--- src/sv/ncr_pkg.sv ---
// ncr_pkg: shared types, codes and constants of the cubic newton root block
// used by ncr_ctrl, ncr_datapath and newton_cubic_root_top
`default_nettype none

package ncr_pkg;

    localparam int CFG_IDX_W = 2;
    localparam logic [CFG_IDX_W-1:0] CFG_VALUE_TOL = 2'd0;
    localparam logic [CFG_IDX_W-1:0] CFG_STEP_TOL  = 2'd1;
    localparam logic [CFG_IDX_W-1:0] CFG_ITER_LIM  = 2'd2;

    localparam logic [30:0] VALUE_TOL_RESET = 31'd33;
    localparam logic [30:0] STEP_TOL_RESET  = 31'd33;
    localparam logic [7:0]  ITER_LIM_RESET  = 8'd50;

    localparam logic [1:0] ST_VALUE = 2'd0;
    localparam logic [1:0] ST_STEP  = 2'd1;
    localparam logic [1:0] ST_LIMIT = 2'd2;
    localparam logic [1:0] ST_DZERO = 2'd3;

    localparam int DIV_STEPS = 48;

    typedef struct packed {
        logic       load;
        logic       mul_sq;
        logic       round_sq;
        logic       mul_cu;
        logic       feval;
        logic       commit;
        logic       div_load;
        logic       div_step;
        logic       step_next;
        logic       emit;
        logic       emit_cur;
        logic [1:0] emit_status;
        logic [7:0] emit_iters;
    } ncr_cmd_t;

    typedef struct packed {
        logic f_small;
        logic step_small;
        logic d_zero;
    } ncr_stat_t;

    function automatic logic signed [31:0] clamp32(input logic signed [63:0] v);
        logic signed [31:0] r;
        if (v > 64'sd2147483647)
        begin
            r = 32'sh7FFFFFFF;
        end
        else if (v < -64'sd2147483648)
        begin
            r = 32'sh80000000;
        end
        else
        begin
            r = v[31:0];
        end
        return r;
    endfunction

endpackage

`default_nettype wire

--- src/sv/ncr_datapath.sv ---
// ncr_datapath: shared multiplier, cubic and derivative evaluation, serial divider,
// convergence tests and result registers; depends on ncr_pkg
`default_nettype none

module ncr_datapath (
    input  wire logic               clk,
    input  wire logic               rst_n,
    input  wire ncr_pkg::ncr_cmd_t  cmd,
    input  wire logic signed [31:0] start_value,
    input  wire logic [30:0]        value_tolerance,
    input  wire logic [30:0]        step_tolerance,
    output ncr_pkg::ncr_stat_t      stat,
    output logic                    done,
    output logic signed [31:0]      root,
    output logic [1:0]              status,
    output logic [7:0]              iterations_used
);

    localparam int DW = ncr_pkg::DIV_STEPS;

    logic signed [31:0] x_reg, cur_reg, f_reg, f_cur_reg;
    logic [30:0]        sq_reg, sq_cur_reg;
    logic signed [63:0] prod_reg;
    logic [31:0]        rem_reg, dmag_reg;
    logic [DW-1:0]      num_reg;
    logic               qneg_reg;
    logic               done_reg;
    logic signed [31:0] root_reg;
    logic [1:0]         status_reg;
    logic [7:0]         iters_reg;

    logic signed [31:0] mul_a;
    logic signed [63:0] prod_wide;
    logic [63:0]        sq_sum, pmag, csum;
    logic [30:0]        sq_round;
    logic [46:0]        cmag;
    logic signed [48:0] cube;
    logic signed [50:0] fsum;
    logic signed [31:0] f_val;
    logic [31:0]        fmag, fcmag;
    logic signed [32:0] dx;
    logic [32:0]        dxmag;
    logic signed [33:0] dsum;
    logic signed [31:0] d_val;
    logic [31:0]        dvmag;
    logic [32:0]        trial;
    logic               qbit;
    logic signed [31:0] qval;
    logic signed [32:0] nsum;

    assign mul_a     = cmd.mul_cu ? $signed({1'b0, sq_reg}) : x_reg;
    assign prod_wide = mul_a * x_reg;

    assign sq_sum   = prod_reg + 64'sd32768;
    assign sq_round = (|sq_sum[63:47]) ? 31'h7FFFFFFF : sq_sum[46:16];

    assign pmag = prod_reg[63] ? 64'(-prod_reg) : 64'(prod_reg);
    assign csum = pmag + 64'd32768;
    assign cmag = csum[62:16];
    assign cube = prod_reg[63] ? -$signed({2'b00, cmag}) : $signed({2'b00, cmag});
    assign fsum = 51'(cube) - 51'(x_reg) * 51'sd9 + 51'sd196608;
    assign f_val = ncr_pkg::clamp32(64'(fsum));

    assign fmag  = f_reg[31] ? 32'(-f_reg) : 32'(f_reg);
    assign fcmag = f_cur_reg[31] ? 32'(-f_cur_reg) : 32'(f_cur_reg);
    assign dx    = 33'(x_reg) - 33'(cur_reg);
    assign dxmag = dx[32] ? 33'(-dx) : 33'(dx);

    assign dsum  = $signed(34'(sq_cur_reg) * 34'd3) - 34'sd589824;
    assign d_val = ncr_pkg::clamp32(64'(dsum));
    assign dvmag = d_val[31] ? 32'(-d_val) : 32'(d_val);

    assign stat.f_small    = fmag < {1'b0, value_tolerance};
    assign stat.step_small = dxmag < {2'b00, step_tolerance};
    assign stat.d_zero     = (d_val == 32'sd0);

    assign trial = {rem_reg, num_reg[DW-1]};
    assign qbit  = (trial >= {1'b0, dmag_reg});

    always_comb
    begin
        if (qneg_reg)
        begin
            qval = (num_reg > DW'(64'h80000000)) ? 32'sh80000000 : $signed(-num_reg[31:0]);
        end
        else
        begin
            qval = (num_reg > DW'(64'h7FFFFFFF)) ? 32'sh7FFFFFFF : $signed(num_reg[31:0]);
        end
    end

    assign nsum = 33'(cur_reg) - 33'(qval);

    always_ff @(posedge clk)
    begin
        if (cmd.load)
        begin
            x_reg <= start_value;
        end
        if (cmd.step_next)
        begin
            x_reg <= ncr_pkg::clamp32(64'(nsum));
        end
        if (cmd.mul_sq || cmd.mul_cu)
        begin
            prod_reg <= prod_wide;
        end
        if (cmd.round_sq)
        begin
            sq_reg <= sq_round;
        end
        if (cmd.feval)
        begin
            f_reg <= f_val;
        end
        if (cmd.commit)
        begin
            cur_reg    <= x_reg;
            sq_cur_reg <= sq_reg;
            f_cur_reg  <= f_reg;
        end
        if (cmd.div_load)
        begin
            rem_reg  <= '0;
            dmag_reg <= dvmag;
            num_reg  <= {fcmag, 16'd0};
            qneg_reg <= f_cur_reg[31] ^ d_val[31];
        end
        if (cmd.div_step)
        begin
            rem_reg <= qbit ? 32'(trial - {1'b0, dmag_reg}) : trial[31:0];
            num_reg <= {num_reg[DW-2:0], qbit};
        end
        if (cmd.emit)
        begin
            root_reg   <= cmd.emit_cur ? cur_reg : x_reg;
            status_reg <= cmd.emit_status;
            iters_reg  <= cmd.emit_iters;
        end
    end

    always_ff @(posedge clk or negedge rst_n)
    begin
        if (!rst_n)
        begin
            done_reg <= 1'b0;
        end
        else
        begin
            done_reg <= cmd.emit;
        end
    end

    assign done            = done_reg;
    assign root            = root_reg;
    assign status          = status_reg;
    assign iterations_used = iters_reg;

endmodule

`default_nettype wire

--- config.mk ---
export PLATFORM = sky130hd
export DESIGN_NAME = ncr_datapath
export DESIGN_NICKNAME = d
export VERILOG_FILES = /design/src/sv/ncr_pkg.sv /design/src/sv/ncr_datapath.sv
export SDC_FILE = /design/constraint.sdc
export NUM_CORES = 2
export LEC_CHECK = 0
export BUFFER_PORTS_ARGS = -buffer_cell sky130_fd_sc_hd__buf_2
export CORE_MARGIN = 1
export CORE_UTILIZATION = 49
export DETAILED_ROUTE_END_ITERATION = 8
export GPL_TIMING_DRIVEN = 0
export PLACE_DENSITY_LB_ADDON = 0.2
export SLEW_MARGIN = 20
export SYNTH_ARGS = -nofsm -noshare
export SYNTH_HDL_FRONTEND = slang
export SYNTH_SLANG_ARGS = --single-unit
--- constraint.sdc ---
create_clock -name clk -period 11.5 [get_ports clk]
set_input_delay 0 -clock clk [delete_from_list [all_inputs] [get_ports clk]]
set_output_delay 0 -clock clk [all_outputs]
set_load 0.02 [all_outputs]
Word level (Yosys, flattened, before mapping)
Index checks and enable logic that the tools add are counted.
{"block": "word_totals", "regBits": 410, "word_cells": 74}
{"block": "classes", "order_cmp": 11, "reduce_logical": 5, "muxes": 23, "mul": 3, "add_sub_neg": 15, "n_bitwise": 1}
{"operator": "32-bit two-way mux", "n": 17}
{"operator": "32-bit negation", "n": 4}
{"operator": "48-bit two-way mux", "n": 2}
{"operator": "32-bit by 32-bit subtractor with 33-bit output", "n": 2}
{"operator": "64-bit by 17-bit adder with 64-bit output (second input constant)", "n": 1}
{"operator": "32-bit by 32-bit multiplier with 64-bit output", "n": 1}
{"operator": "63-bit by 16-bit adder with 63-bit output (second input constant)", "n": 1}
{"operator": "63-bit two-way mux", "n": 1}
{"operator": "63-bit negation", "n": 1}
{"operator": "50-bit by 19-bit adder with 51-bit output (second input constant)", "n": 1}
{"operator": "51-bit by 32-bit > comparator with 1-bit output (second input constant)", "n": 1}
{"operator": "51-bit by 32-bit < comparator with 1-bit output (second input constant)", "n": 1}
{"operator": "49-bit by 37-bit subtractor with 50-bit output", "n": 1}
{"operator": "49-bit two-way mux", "n": 1}
{"operator": "47-bit negation with 49-bit output", "n": 1}
{"operator": "48-bit by 31-bit > comparator with 1-bit output (second input constant)", "n": 1}
{"operator": "48-bit by 32-bit > comparator with 1-bit output (second input constant)", "n": 1}
{"operator": "32-bit by 5-bit multiplier with 37-bit output (second input constant)", "n": 1}
{"operator": "34-bit by 32-bit > comparator with 1-bit output (second input constant)", "n": 1}
{"operator": "34-bit by 32-bit < comparator with 1-bit output (second input constant)", "n": 1}
{"operator": "33-bit by 20-bit subtractor with 34-bit output (second input constant)", "n": 1}
{"operator": "33-bit by 32-bit greater-or-equal comparator with 1-bit output", "n": 1}
{"operator": "33-bit by 32-bit > comparator with 1-bit output (second input constant)", "n": 1}
{"operator": "33-bit by 31-bit < comparator with 1-bit output", "n": 1}
{"operator": "other kinds (12)", "n": 13}

Logic depth before layout (Yosys ltp)
{"block": "logic_depth", "word_depth": 9, "depth_mapped": 40, "depth_no_buf": 33}

Least setup slack after synthesis
Ideal clock, no wire load.
{"block": "synth_timing", "path_kind": "register -> register", "from": "register prod_reg[63]", "to": "register f_reg[14] (data pin)", "path_buffers": 9, "setup_slack_ps": 1494, "t_arrival_ps": 9750, "stages_incl_launch_ff": 39, "setup_ps": 256, "cell_sequence": "edfxtp_1 -> buf_2 -> buf_1 -> buf_1 -> clkbuf_1 -> buf_1 -> clkbuf_1 -> buf_1 -> o21ai_0 -> xnor2_1 -> ha_1 -> o211a_1 -> or3b_1 -> buf_2 -> nor4_2 -> or3b_2 -> a2111oi_4 -> o211a_4 -> [3 not listed] -> fa_1 -> inv_1 -> fa_1 -> inv_1 -> ha_1 -> a21o_1 -> a31oi_1 -> o21ai_0 -> a21oi_1 -> o21ai_0 -> a21o_1 -> o41ai_1 -> o21ai_0 -> a311o_1 -> xnor2_1 -> a41o_1 -> clkbuf_1 -> a31o_2"}
{"block": "synth_via", "elab_chain_len": 8}
{"element": "start: declaration", "line": "ncr_datapath.sv:23", "text": "logic signed [63:0] prod_reg;"}
{"element": "start signal: assignment", "line": "ncr_datapath.sv:106", "text": "prod_reg <= prod_wide;"}
{"element": "63-bit two-way mux", "line": "ncr_datapath.sv:57", "text": "assign pmag = prod_reg[63] ? 64'(-prod_reg) : 64'(prod_reg);"}
{"element": "63-bit by 16-bit adder with 63-bit output", "line": "ncr_datapath.sv:58", "text": "assign csum = pmag + 64'd32768;"}
{"element": "47-bit negation with 49-bit output", "line": "ncr_datapath.sv:60", "text": "assign cube = prod_reg[63] ? -$signed({2'b00, cmag}) : $signed({2'b00, cmag});"}
{"element": "49-bit two-way mux *", "line": "ncr_datapath.sv:60"}
{"element": "49-bit by 37-bit subtractor with 50-bit output *", "line": "ncr_datapath.sv:61", "text": "assign fsum = 51'(cube) - 51'(x_reg) * 51'sd9 + 51'sd196608;"}
{"element": "50-bit by 19-bit adder with 51-bit output *", "line": "ncr_datapath.sv:61"}
{"element": "51-bit by 32-bit < comparator with 1-bit output", "line": "ncr_pkg.sv:51", "text": "else if (v < -64'sd2147483648)"}
{"element": "32-bit two-way mux", "line": "ncr_pkg.sv:51"}
{"element": "end signal: assignment", "line": "ncr_datapath.sv:114", "text": "f_reg <= f_val;"}
{"element": "end: declaration", "line": "ncr_datapath.sv:21", "text": "logic signed [31:0] x_reg, cur_reg, f_reg, f_cur_reg;"}
Mark *: on every way between the ends. The rest lies on a longest branch, timed or not.
A chain may end at the register's enable or synchronous reset.

Final worst setup path
{"block": "layout_timing", "from": "register x_reg[2]", "to": "register prod_reg[62] (data pin)"}
{"block": "layout_via", "elab_chain_len": 2}
{"element": "start: declaration", "line": "ncr_datapath.sv:21"}
{"element": "start signal: assignment", "line": "ncr_datapath.sv:98", "text": "x_reg <= start_value;"}
{"element": "start signal: assignment", "line": "ncr_datapath.sv:102", "text": "x_reg <= ncr_pkg::clamp32(64'(nsum));"}
{"element": "32-bit two-way mux", "line": "ncr_datapath.sv:51", "text": "assign mul_a = cmd.mul_cu ? $signed({1'b0, sq_reg}) : x_reg;"}
{"element": "32-bit by 32-bit multiplier with 64-bit output *", "line": "ncr_datapath.sv:52", "text": "assign prod_wide = mul_a * x_reg;"}
{"element": "via prod_wide[62]", "line": "ncr_datapath.sv:33", "text": "logic signed [63:0] prod_wide;"}
The timed path passes the listed nets; every way through them passes the cells marked *.

==> metrics.cfg <==
[outcome]
status = completed

[route]
vias_per_cell = 5.76
detail_route.wirelength_microns = 258000
drt_iter0_drc = 5319
ant_nets = 0
wire_per_inst_microns = 24.2
first_pass_iters = 6
route.detailed.drc = 0
via_count = 61406

[clock_network]
cts_buffer_depth = 3
cts_buffers = 45
htreeDepth = 2
insertion_delay_ns = 0.64
path_clk_slew_ns = 0.07
root_buffer = clkbuf_16
clock-sinks = 410
cts_tree = built

[sta]
slew_headroom_pct = 20.1
tightest_slew_ns = 1.20
post-route-min-period_ns = 11.21
final.setup_skew_ns = 0.0477
whs_ns = 0.0190
hold_viol_final = 0
setup_violations = 0
rsz0062_at_grt = no
tns_ns = 0
clock.fmax_mhz = 89.2
post-route-period-util_pct = 97.5
report.final.slew_viol_count = 0

[synth]
synth_adder_area_share_pct = 39.8
synth_top_family_by_area = adder cells
synth_mux_area_share_pct = 1.15
synth.area.top_cells = fa_1, edfxtp_1, ha_1, inv_1, nand2_1
synthXorXnorAreaFrac_pct = 5.78
ys_warn_count = 0
synthDistinctLibCells = 101
seq_area_frac_synth_pct = 16.5
synth-seq-cells = 410
synth.most_common_cell = inv_1
synth-async-reset-ratio_pct = 0.244
synth_top_cell_by_area = fa_1
synth_compound_gate_area_share_pct = 11.7
ys.flop_type = edfxtp_1
synth_edf_count = 409
ys_top_cells_by_count = inv_1, fa_1, nand2_1
synth_area_per_cell_sq_um = 8.97
syn-num-nets = 10121
synth_top_area_share_pct = 31.2
synth-simple-area-share_pct = 15.1
synth.cell_area_sq_mm = 0.0747
postSynthCellCount = 8327

[placement]
place_hpwl_microns = 215000
routabilityCongestion = 1.04
placement.io_buffers = 159

[floorplan]
dieArea_sq_mm = 0.154
boundaryPins = 163
die_x_microns = 392
initial_core_util_pct = 49.6
core_area_sq_mm = 0.150
num_rows = 142
die_y_microns = 392

[grt]
grt_pass1_vias = 61526
grt_pass1_wl_microns = 386000
grt_overflow = 0
antenna_found_initial = 20
grt_max_degree = 66
track_usage_pct = 33.8

[worst_setup_path]
slowest_delay_ns = 0.63
crit_fanout = 10
crit_required_ns = 11.98
reg2reg_slack_ns = 0.29
crit_top_cell = fa_1
r2r_end = prod_reg[62]
critPathLaunchType = register
critical_path_class = register to register
endpoint_kind = register
r2r_cells = 28
r2r_start = x_reg[2]
cp_slowest_cell = fa_1
arrival_ns = 11.69

[layout]
fin_nets = 10396
drive_gt1_share_pct = 5.74
largest_reg_flops = 64
syn_to_final_growth_pct = 7.97

[job]
drv_cap = 0

[worst_hold_path]
hp-class = input port to register
hold_depth = 1
min_to = dmag_reg[31]
holdCritStartpoint = cmd[14]

==> repair_timing <==
| item | CTS | global route |
|---|---|---|
| hold buffers | 49 | 0 |
| buffers inserted | 1 | 12 |
| pin swaps | 0 | 1 |
| resized for setup | 33 | 112 |
| endpoints found under the hold margin | 137 | 0 |
| setup endpoints to repair | 45 | 42 |
==> layout by cell type, fill, tap and decap left out, types with 40 or more instances in the layout <==
master,n
nor3_1,110
xnor2_1,323
xor2_1,168
mux2_2,65
a21o_1,175
nor2b_1,40
or3_1,81
a31oi_1,52
buf_2,167
nand2_1,1130
a211oi_1,59
clkbuf_2,53
o21ai_0,295
o21a_1,55
inv_1,1579
edfxtp_1,409
and3_1,60
fa_1,1160
nor2_1,276
nand3_1,118
dlygate4sd3_1,49
clkbuf_16,45
clkbuf_1,313
and2_1,226
o31ai_1,70
nand2b_1,48
nand4_1,63
nor4_1,42
o22ai_1,44
a21oi_1,315
ha_1,515
==> logic make-up (layout without fill, tap and decap cells) <==
family                     count (synthesis)  in the layout
DFF                                      410            410
and+or+nand+nor                         2360           2360
muxes                                     78             78
other                                      0              8
xor gates and xnor gates                 492            492
AOI/OAI and AO/OA                       1330           1330
adders and majority gates               1677           1677
buffers and inverters                   1980           2290
==> worst max path at each step <==
stage	from	end	slack (ns)	depth (start not counted)
after detailed placement	prod_reg[63]	f_reg[14]	-1.66	37
after global routing	prod_reg[63]	f_reg[24]	0.02	35
final	x_reg[2]	prod_reg[62]	0.29	28
after CTS	x_reg[27]	prod_reg[63]	0.004	30
after global placement	prod_reg[63]	f_reg[14]	-1.46	39
after floorplan	prod_reg[63]	f_reg[14]	1.49	38
==> final cells by class <==
type                    instances  area (sq um)
well taps                    2016          2520
diodes                          8          20.0
multi-input cells            5937         55000
flip-flops and latches        410         12300
inverters                    1581          5940
plain buffers                 396          1670
clock inverters                32           390
fillers                     13990         69900
clock buffers                  50          1140
repair buffers                231          1620
==> per-layer routing <==
metal  up-vias  global-route usage [%]  routed length, microns
met4        18                    17.2                   15600
met3       593                    6.83                   22100
li1      27454                       -                       -
met1     30809                    43.6                  102000
met5         -                       0                     142
met2      2532                    54.0                  118000
==> worst max-delay path, delay by kind of cell (launching register included) <==
| kind | cells | cell delay [ns] |
|---|---|---|
| simple gates | 6 | 1.63 |
| buf+inv | 6 | 1.49 |
| mux | 1 | 0.34 |
| flops | 1 | 0.54 |
| fa+ha+maj | 9 | 4.92 |
| compound gates | 6 | 2.09 |
==> through the flow <==
step | utilization, % | cells | setup slack, ns | cell area, sq um
floorplan | - | 8327 | 1.49 | 74700
global placement | 51.8 | 10502 | -1.46 | 78000
detailed placement | 52.0 | 10512 | -1.66 | 78200
CTS | 53.4 | 10643 | 0.00370 | 80300
global route | 53.6 | 10653 | 0.0183 | 80600
finish | 53.6 | 10661 | 0.290 | 80600
Power is left out: the tool's default activity adds up to more than one toggle a clock period on the data nets, which glitch-free logic cannot reach.
