[src/sv/ncr_pkg.sv]
// ncr_pkg: shared types, codes and constants of the cubic newton root block
// used by ncr_ctrl, ncr_datapath and newton_cubic_root_top
`default_nettype none

package ncr_pkg;

    localparam int CFG_IDX_W = 2;
    localparam logic [CFG_IDX_W-1:0] CFG_VALUE_TOL = 2'd0;
    localparam logic [CFG_IDX_W-1:0] CFG_STEP_TOL  = 2'd1;
    localparam logic [CFG_IDX_W-1:0] CFG_ITER_LIM  = 2'd2;

    localparam logic [30:0] VALUE_TOL_RESET = 31'd33;
    localparam logic [30:0] STEP_TOL_RESET  = 31'd33;
    localparam logic [7:0]  ITER_LIM_RESET  = 8'd50;

    localparam logic [1:0] ST_VALUE = 2'd0;
    localparam logic [1:0] ST_STEP  = 2'd1;
    localparam logic [1:0] ST_LIMIT = 2'd2;
    localparam logic [1:0] ST_DZERO = 2'd3;

    localparam int DIV_STEPS = 48;

    typedef struct packed {
        logic       load;
        logic       mul_sq;
        logic       round_sq;
        logic       mul_cu;
        logic       feval;
        logic       commit;
        logic       div_load;
        logic       div_step;
        logic       step_next;
        logic       emit;
        logic       emit_cur;
        logic [1:0] emit_status;
        logic [7:0] emit_iters;
    } ncr_cmd_t;

    typedef struct packed {
        logic f_small;
        logic step_small;
        logic d_zero;
    } ncr_stat_t;

    function automatic logic signed [31:0] clamp32(input logic signed [63:0] v);
        logic signed [31:0] r;
        if (v > 64'sd2147483647)
        begin
            r = 32'sh7FFFFFFF;
        end
        else if (v < -64'sd2147483648)
        begin
            r = 32'sh80000000;
        end
        else
        begin
            r = v[31:0];
        end
        return r;
    endfunction

endpackage

`default_nettype wire

[src/sv/ncr_ctrl.sv]
// ncr_ctrl: sequencer of the newton iteration, iteration and divide counters
// depends on ncr_pkg
`default_nettype none

module ncr_ctrl (
    input  wire logic              clk,
    input  wire logic              rst_n,
    input  wire logic              start,
    input  wire logic [7:0]        iteration_limit,
    input  wire ncr_pkg::ncr_stat_t stat,
    output logic                   busy,
    output ncr_pkg::ncr_cmd_t      cmd
);

    localparam logic [3:0] S_IDLE = 4'd0;
    localparam logic [3:0] S_SQ   = 4'd1;
    localparam logic [3:0] S_SQR  = 4'd2;
    localparam logic [3:0] S_CU   = 4'd3;
    localparam logic [3:0] S_FV   = 4'd4;
    localparam logic [3:0] S_TEST = 4'd5;
    localparam logic [3:0] S_LOOP = 4'd6;
    localparam logic [3:0] S_DIV  = 4'd7;
    localparam logic [3:0] S_NXT  = 4'd8;
    localparam logic [3:0] S_FIN  = 4'd9;

    localparam int DCW = $clog2(ncr_pkg::DIV_STEPS);

    logic [3:0]     state_reg, state_next;
    logic [7:0]     cnt_reg, cnt_next;
    logic [DCW-1:0] dcnt_reg, dcnt_next;
    logic           first_reg, first_next;
    logic           final_reg, final_next;

    always_ff @(posedge clk or negedge rst_n)
    begin
        if (!rst_n)
        begin
            state_reg <= S_IDLE;
            cnt_reg   <= '0;
            dcnt_reg  <= '0;
            first_reg <= 1'b0;
            final_reg <= 1'b0;
        end
        else
        begin
            state_reg <= state_next;
            cnt_reg   <= cnt_next;
            dcnt_reg  <= dcnt_next;
            first_reg <= first_next;
            final_reg <= final_next;
        end
    end

    assign busy = (state_reg != S_IDLE);

    always_comb
    begin
        state_next = state_reg;
        cnt_next   = cnt_reg;
        dcnt_next  = dcnt_reg;
        first_next = first_reg;
        final_next = final_reg;
        cmd        = '0;
        case (state_reg)
            S_IDLE:
            begin
                if (start)
                begin
                    cmd.load   = 1'b1;
                    cnt_next   = '0;
                    first_next = 1'b1;
                    final_next = 1'b0;
                    state_next = S_SQ;
                end
            end
            S_SQ:
            begin
                cmd.mul_sq = 1'b1;
                state_next = S_SQR;
            end
            S_SQR:
            begin
                cmd.round_sq = 1'b1;
                state_next   = S_CU;
            end
            S_CU:
            begin
                cmd.mul_cu = 1'b1;
                state_next = S_FV;
            end
            S_FV:
            begin
                cmd.feval  = 1'b1;
                state_next = S_TEST;
            end
            S_TEST:
            begin
                if (stat.f_small)
                begin
                    cmd.emit        = 1'b1;
                    cmd.emit_status = ncr_pkg::ST_VALUE;
                    cmd.emit_iters  = first_reg ? cnt_reg : cnt_reg + 8'd1;
                    state_next      = S_IDLE;
                end
                else if (!first_reg && stat.step_small)
                begin
                    cmd.emit        = 1'b1;
                    cmd.emit_status = ncr_pkg::ST_STEP;
                    cmd.emit_iters  = cnt_reg + 8'd1;
                    state_next      = S_IDLE;
                end
                else
                begin
                    cmd.commit = 1'b1;
                    if (!first_reg)
                    begin
                        cnt_next = cnt_reg + 8'd1;
                    end
                    first_next = 1'b0;
                    state_next = S_LOOP;
                end
            end
            S_LOOP:
            begin
                if (stat.d_zero)
                begin
                    cmd.emit        = 1'b1;
                    cmd.emit_cur    = 1'b1;
                    cmd.emit_status = ncr_pkg::ST_DZERO;
                    cmd.emit_iters  = cnt_reg;
                    state_next      = S_IDLE;
                end
                else
                begin
                    cmd.div_load = 1'b1;
                    dcnt_next    = '0;
                    final_next   = (cnt_reg == iteration_limit);
                    state_next   = S_DIV;
                end
            end
            S_DIV:
            begin
                cmd.div_step = 1'b1;
                dcnt_next    = dcnt_reg + 1'b1;
                if (dcnt_reg == DCW'(ncr_pkg::DIV_STEPS - 1))
                begin
                    state_next = S_NXT;
                end
            end
            S_NXT:
            begin
                cmd.step_next = 1'b1;
                state_next    = final_reg ? S_FIN : S_SQ;
            end
            S_FIN:
            begin
                cmd.emit        = 1'b1;
                cmd.emit_status = ncr_pkg::ST_LIMIT;
                cmd.emit_iters  = cnt_reg;
                state_next      = S_IDLE;
            end
            default:
            begin
                state_next = S_IDLE;
            end
        endcase
    end

endmodule

`default_nettype wire

[config.mk]
export PLATFORM = sky130hd
export DESIGN_NAME = ncr_ctrl
export DESIGN_NICKNAME = d
export VERILOG_FILES = /design/src/sv/ncr_pkg.sv /design/src/sv/ncr_ctrl.sv
export SDC_FILE = /design/constraint.sdc
export NUM_CORES = 1
export LEC_CHECK = 0
export BUFFER_PORTS_ARGS = -buffer_cell sky130_fd_sc_hd__buf_2
export CORE_MARGIN = 1.5
export CORE_UTILIZATION = 54
export DETAILED_ROUTE_END_ITERATION = 10
export GPL_TIMING_DRIVEN = 0
export PLACE_DENSITY_LB_ADDON = 0.12
export SYNTH_ARGS = -nofsm -noshare
export SYNTH_HDL_FRONTEND = slang
export SYNTH_SLANG_ARGS = --single-unit
[constraint.sdc]
create_clock -name clk -period 4.25 [get_ports clk]
set_input_delay 1.275 -clock clk [delete_from_list [all_inputs] [get_ports clk]]
set_output_delay 1.275 -clock clk [all_outputs]
set_load 0.01 [all_outputs]
# Word level (Yosys, flattened, before mapping)
# Index checks and enable logic that the tools add are counted.
# word_totals
output_inout_bits	22
in_bits	14
wordCells	76
ff_bits	20
# op_classes
add_sub_neg	2
eq_ne	16
n_reduce_logical	11
n_mux	42
# op_table
op	n
$pmux W4 S9	1
$mux W8	4
$pmux W10 S3	1
$mux W1	21
$mux W9	2
$eq A4 B3 Y1 const B	4
$pmux W8 S2	1
$mux W12	1
$mux W4	3
$pmux W6 S2	1
$ne A2 B2 Y1 const B	5
$mux W3	3
$add A8 B1 Y8 const B	1
$eq A4 B2 Y1 const B	2
$eq A4 B4 Y1 const B	2
$eq A8 B8 Y1	1
$add A6 B1 Y6 const B	1
$eq A6 B6 Y1 const B	1
$mux W6	1
$reduce_bool A2 Y1	3
$eq A4 B1 Y1 const B	1
$logic_not A4 Y1	1
$pmux W1 S2	2
$reduce_and A2 Y1	2
other kinds (6)	6

# Longest topological paths before layout
# Gate-level depths: netlist of run 1.
# depth
ltp_word	5
ltp_mapped	6
ltp_nobuf	5

# Least setup slack after synthesis of run 1
# Ideal clock, no wire load.
# synth_path
path_kind	in2out
from	in stat[2] (netlist bit)
to	out cmd[5] (netlist bit)
t_required_ns	2.975
path_buffers	1
slack_ns	0.446
path_stages	5
arrival_ns	2.529
cell_sequence	clkbuf_1 -> nor2_1 -> or3_4 -> or4_1 -> o211ai_1
# synth_rtl
element	line_no	source
from (decl)	ncr_ctrl.sv:10	input wire ncr_pkg::ncr_stat_t stat,
to (decl)	ncr_ctrl.sv:12	output ncr_pkg::ncr_cmd_t cmd

==> results of run 1 <==
==> cell families after synthesis <==
family,count (synthesis)
AND/OR/NAND/NOR,82
AO/OA/AOI/OAI,54
buffers and inverters,23
flip-flops,20
XOR/XNOR,9
multiplexers,3
adder cells (fa/ha/maj),2
==> cell type report <==
type	instances	share of cell area
buffer	13	0.0389
clock buffer	3	0.0125
inverter	10	0.0208
multi-input combinational	150	0.534
sequential	20	0.278
tap	31	0.0215
timing repair buffer	34	0.0944
==> through the flow <==
step / total power (µW) / cells / setup slack (ns) / utilization / instance area (µm²)
floorplan: 204 / 193 / 0.446 / - / 1570
global placement: 217 / 258 / 0.242 / 0.646 / 1780
detailed placement: 217 / 258 / 0.215 / 0.646 / 1780
CTS: 310 / 261 / 0.210 / 0.654 / 1800
global route: 317 / 261 / 0.0868 / 0.654 / 1800
finish: 307 / 261 / 0.203 / 0.654 / 1800
==> layout by cell type, fill, tap and decap left out, types with 4 or more instances in the layout <==
cell type / count
nand3_1: 10
a31oi_1: 6
or2_2: 4
nor2b_1: 5
inv_1: 9
nand2_1: 18
nand4_1: 5
clkbuf_1: 6
nor4_1: 4
dfrtp_1: 20
o21ai_0: 16
a21o_1: 5
a21oi_1: 9
and2_1: 4
xnor2_1: 8
nor3_1: 5
nor2_1: 9
buf_2: 39
==> worst paths after layout <==
path,end,slack [ns],startpoint,cells past startpoint
setup reg to reg,cnt_reg[4]$_DFFE_PN0P_,2.24,state_reg[3]$_DFFE_PN0P_,5
min in group asynchronous,state_reg[2]$_DFFE_PN0P_,0.91,rst_n,1
hold / removal,state_reg[3]$_DFFE_PN0P_,0.50,final_reg$_DFFE_PN0P_,2
hold reg to reg,state_reg[3]$_DFFE_PN0P_,0.50,final_reg$_DFFE_PN0P_,2
max in group asynchronous,cnt_reg[7]$_DFFE_PN0P_,3.02,rst_n,1
setup / recovery,cmd[5],0.20,stat[2],6
==> power by group <==
group | switching [µW] | internal (µW)
Sequential | 0.0947 | 191
Clock | 60.9 | 33.1
Combinational | 13.3 | 9.11
==> critical path, stage by stage <==
cell      delay (ns)
clkbuf_1        0.29
nor2_1          0.12
or3_4           0.36
or4_1           0.47
o211ai_1        0.10
buf_2           0.15
==> routing by layer <==
layer / track usage / up-vias / part of all wire
met5: 0 / - / 0
met4: 0.0797 / 0 / 0.010
met3: 0.0454 / 6 / 0.078
met2: 0.412 / 71 / 0.47
met1: 0.361 / 762 / 0.44
li1: - / 784 / -
==> results.cfg, run 1 <==
[critical_path]
worstPathMaxFanout = 9
worstPathRequired_ns = 2.97
worstPathArrival_ns = 2.77
critPathKind = in2out
worstSetupEndpointType = primary output
worstSetupStartpointType = primary input

[sta]
setup_violations = 0
rsz0062_at_grt = false
worstMarginPinSlew_ns = 0.837
finalClockSkew_ns = 0.00205
period_minus_slack_ns = 4.05
whs_ns = 0.500
slew_viol_final = 0
hold_viol_final = 0
fmax_mhz = 247
relSlewSlack = 0.442
fin_crit_sh = 0.952
finalSetupTns_ns = 0

[logic_synthesis]
synth.most_common_cell = dfrtp_1
yosys.area.top_type_share = 0.318
synthCells = 193
syn_avg_cell_area_um2 = 8.14
ys_ff_latch = 20
yosysWarnings = 0
syn_area_um2 = 1570
ys_types = 49
synth-async-reset-ratio = 1.00
yosys.area_share.simple = 0.309
yosysTopAreaCell = dfrtp_1
synth_edf_count = 0
synthAdderAreaFrac = 0.0159
ys_top_cells_by_count = dfrtp_1, nand2_1, o21ai_0
synth_nets = 209
synth_compound_area_frac = 0.218
synth_xor_area_frac = 0.0502
netlist_top_cells_area = dfrtp_1, o21ai_0, xnor2_1, nand2_1, nand3_1
synth_top_family_by_area = simple AND/OR/NAND/NOR gates
synthMuxAreaShare = 0.0199
yosysSeqAreaShare = 0.318
ys.flop_type = dfrtp_1

[clock_network]
numCtsBuffers = 3
cts_buffer_depth = 2
cts_setup_buffers = 0
cts_tree = built
cts.hold.buffers_added = 0
htreeDepth = 1
cts.repair.resized = 0
clk_latency_ns = 0.30
clkTransAtPathRegs_ns = 0.12
clock-sinks = 20
root_buffer = clkbuf_4

[cells_and_area]
nNetsFinal = 248
area_delta_synth_final_pct = 14.7
num_antenna_cells = 0
largest_reg_flops = 8
multiInputGateArea_um2 = 963
drive_above_1_share = 0.230
seqCellArea_um2 = 500
nFillCells = 248

[global_route]
antenna_found_initial = 0
grt.overflow.total = 0
grt_start_max_net_pins = 21
grt_pass1_wl_um = 6770
grt_pass1_vias = 1493
track_usage = 0.259

[flow_run]
maxCapViolations = 0

[pwr]
cellLeakagePower_uw = 0.000898
powerDensity_nw_per_um2 = 170
peakVddDrop_v = 0.000163

[routing]
dr.pass1.iters = 4
route.detailed.drc = 0
routed_via_density = 6.22
wl_um = 4020
wl_per_cell_um = 15.4
postRouteAntennaNets = 0
dr_total_vias = 1623
first_iter_violations = 83

[floorplanning]
io_pins = 36
initial_core_util = 0.570
rows = 19
die_h_um = 56.9
dieArea_um2 = 3240
die_w_um = 56.9
core_area_um2 = 2760

[run_status]
status = finished clean

[placed_design]
dp_hpwl_um = 3040
gp_congestion = 0.897
place.port_buffers = 34

[min_path]
hold_class = reg2reg
Note: power is estimated with default switching activity, not from simulation.
==> inputs of run 2 (changes only) <==
--- a/config.mk
+++ b/config.mk
@@ -11,6 +11,7 @@
 export DETAILED_ROUTE_END_ITERATION = 10
 export GPL_TIMING_DRIVEN = 0
 export PLACE_DENSITY_LB_ADDON = 0.12
+export RECOVER_POWER = 25
 export SYNTH_ARGS = -nofsm -noshare
 export SYNTH_HDL_FRONTEND = slang
 export SYNTH_SLANG_ARGS = --single-unit
==> results.cfg, run 2 (synthesis gave the netlist of run 1 again) <==
[sta]
setup_violations = 0
hold_viol_final = 0
slew_viol_final = 0
finalClockSkew_ns = 0.00207
relSlewSlack = 0.243
period_minus_slack_ns = 4.05
fmax_mhz = 247
fin_crit_sh = 0.952
worstMarginPinSlew_ns = 1.14
finalSetupTns_ns = 0
rsz0062_at_grt = false

[routing]
dr.pass1.iters = 4
wl_um = 4020
routed_via_density = 6.21
route.detailed.drc = 0
first_iter_violations = 83
dr_total_vias = 1620
wl_per_cell_um = 15.4
postRouteAntennaNets = 0

[critical_path]
worstSetupEndpointType = primary output
worstPathMaxFanout = 9
worstPathArrival_ns = 2.77
worstPathRequired_ns = 2.97
worstSetupStartpointType = primary input
reg2reg_depth = 5
r2r_start = state_reg[3]$_DFFE_PN0P_
crit_chain = clkbuf_1 -> nor2_1 -> or3_4 -> or4_1 -> o211ai_1 -> buf_2
crit_end = cmd[5]
cp-startpoint = stat[2]
cpPeakStageDelay_ns = 0.47
r2r-end = cnt_reg[4]$_DFFE_PN0P_
rrSetupSlack_ns = 2.24
slowest_stage = or4_1
critPathKind = in2out

[pwr]
peakVddDrop_v = 0.000163
power_uw = 307
powerDensity_nw_per_um2 = 170
cellLeakagePower_uw = 0.000895

[placed_design]
dp_hpwl_um = 3040
place.port_buffers = 34
gp_congestion = 0.897

[cells_and_area]
final_common_cell = buf_2
nNetsFinal = 248
area_delta_synth_final_pct = 14.6
num_antenna_cells = 0
nFillCells = 248
drive_above_1_share = 0.226
layout_common_cells = buf_2, dfrtp_1, nand2_1, o21ai_0, nand3_1
largest_reg_flops = 8

[global_route]
track_usage = 0.259
grt_pass1_vias = 1493
grt_start_max_net_pins = 21
grt.overflow.total = 0
grt_pass1_wl_um = 6770
antenna_found_initial = 0

[clock_network]
cts.repair.resized = 0
clk_latency_ns = 0.30
cts_tree = built
clock-sinks = 20
root_buffer = clkbuf_4
cts_buffer_depth = 2
cts.hold.buffers_added = 0
htreeDepth = 1
cts_setup_buffers = 0
numCtsBuffers = 3
clkTransAtPathRegs_ns = 0.12

[min_path]
hold_class = reg2reg
worstHoldStart = final_reg$_DFFE_PN0P_

[run_status]
status = finished clean

[floorplanning]
die_w_um = 56.9
dieArea_um2 = 3240
initial_core_util = 0.570
core_area_um2 = 2760
die_h_um = 56.9
io_pins = 36
rows = 19

[flow_run]
maxCapViolations = 0
==> run 2: cell types whose count changed in the layout (fill, tap and decap cells not counted), sizes merged <==
cell	previous run	this run
clkbuf	9	10
buf	41	40
==> run 2: critical path: cells and delay by family <==
family	cells	cell delay, ns
AOI/OAI and AO/OA	1	0.10
buffers and inverters	2	0.44
and+or+nand+nor	3	0.95
==> run 2: how the worst min path moves through the flow <==
| stage | endpoint | slack [ns] | cells after the start |
|---|---|---|---|
| floorplan | state_reg[3]$_DFFE_PN0P_ | 0.45 | 2 |
| global placement | state_reg[3]$_DFFE_PN0P_ | 0.48 | 2 |
| detailed placement | state_reg[3]$_DFFE_PN0P_ | 0.47 | 2 |
| CTS | state_reg[3]$_DFFE_PN0P_ | 0.50 | 2 |
| global route | dcnt_reg[5]$_DFFE_PN0P_ | 0.55 | 1 |
| finish | state_reg[3]$_DFFE_PN0P_ | 0.50 | 2 |
==> run 2: area by class of cell <==
cell class,count,area (µm²),share of cell area
tap,31,38.8,0.0215
buffer,13,70.1,0.0389
inverter,10,37.5,0.0208
timing repair buffer,34,169,0.0937
clock buffer,3,22.5,0.0125
multi-input combinational,150,963,0.535
sequential,20,500,0.278
==> run 2: power breakdown <==
group | switching (µW) | internal, µW | leakage (µW) | total [µW]
sequential | 0.0947 | 191 | 0.000253 | 191
clock | 61.0 | 33.1 | 0.0000138 | 94.0
combinational | 13.3 | 8.96 | 0.000628 | 22.2
==> run 2: metal layers <==
metal / GRT usage / routed length (µm) / up-vias
met2: 0.412 / 1900 / 71
met5: 0 / 0 / -
met1: 0.361 / 1770 / 759
met4: 0.0797 / 42 / 0
li1: - / - / 784
met3: 0.0454 / 314 / 6
==> run 2: stage by stage <==
| step | instance area, µm² | setup WS, ns | hold slack, ns | utilization | cells |
|---|---|---|---|---|---|
| 3_5_place_dp | 1780 | 0.215 | 0.474 | 0.646 | 258 |
| 2_1_floorplan | 1570 | 0.446 | 0.449 | - | 193 |
| 3_3_place_gp | 1780 | 0.242 | 0.479 | 0.646 | 258 |
| 4_1_cts | 1800 | 0.210 | 0.499 | 0.654 | 261 |
| 6_report | 1800 | 0.203 | 0.500 | 0.653 | 261 |
| 5_1_grt | 1800 | 0.0868 | 0.548 | 0.653 | 261 |
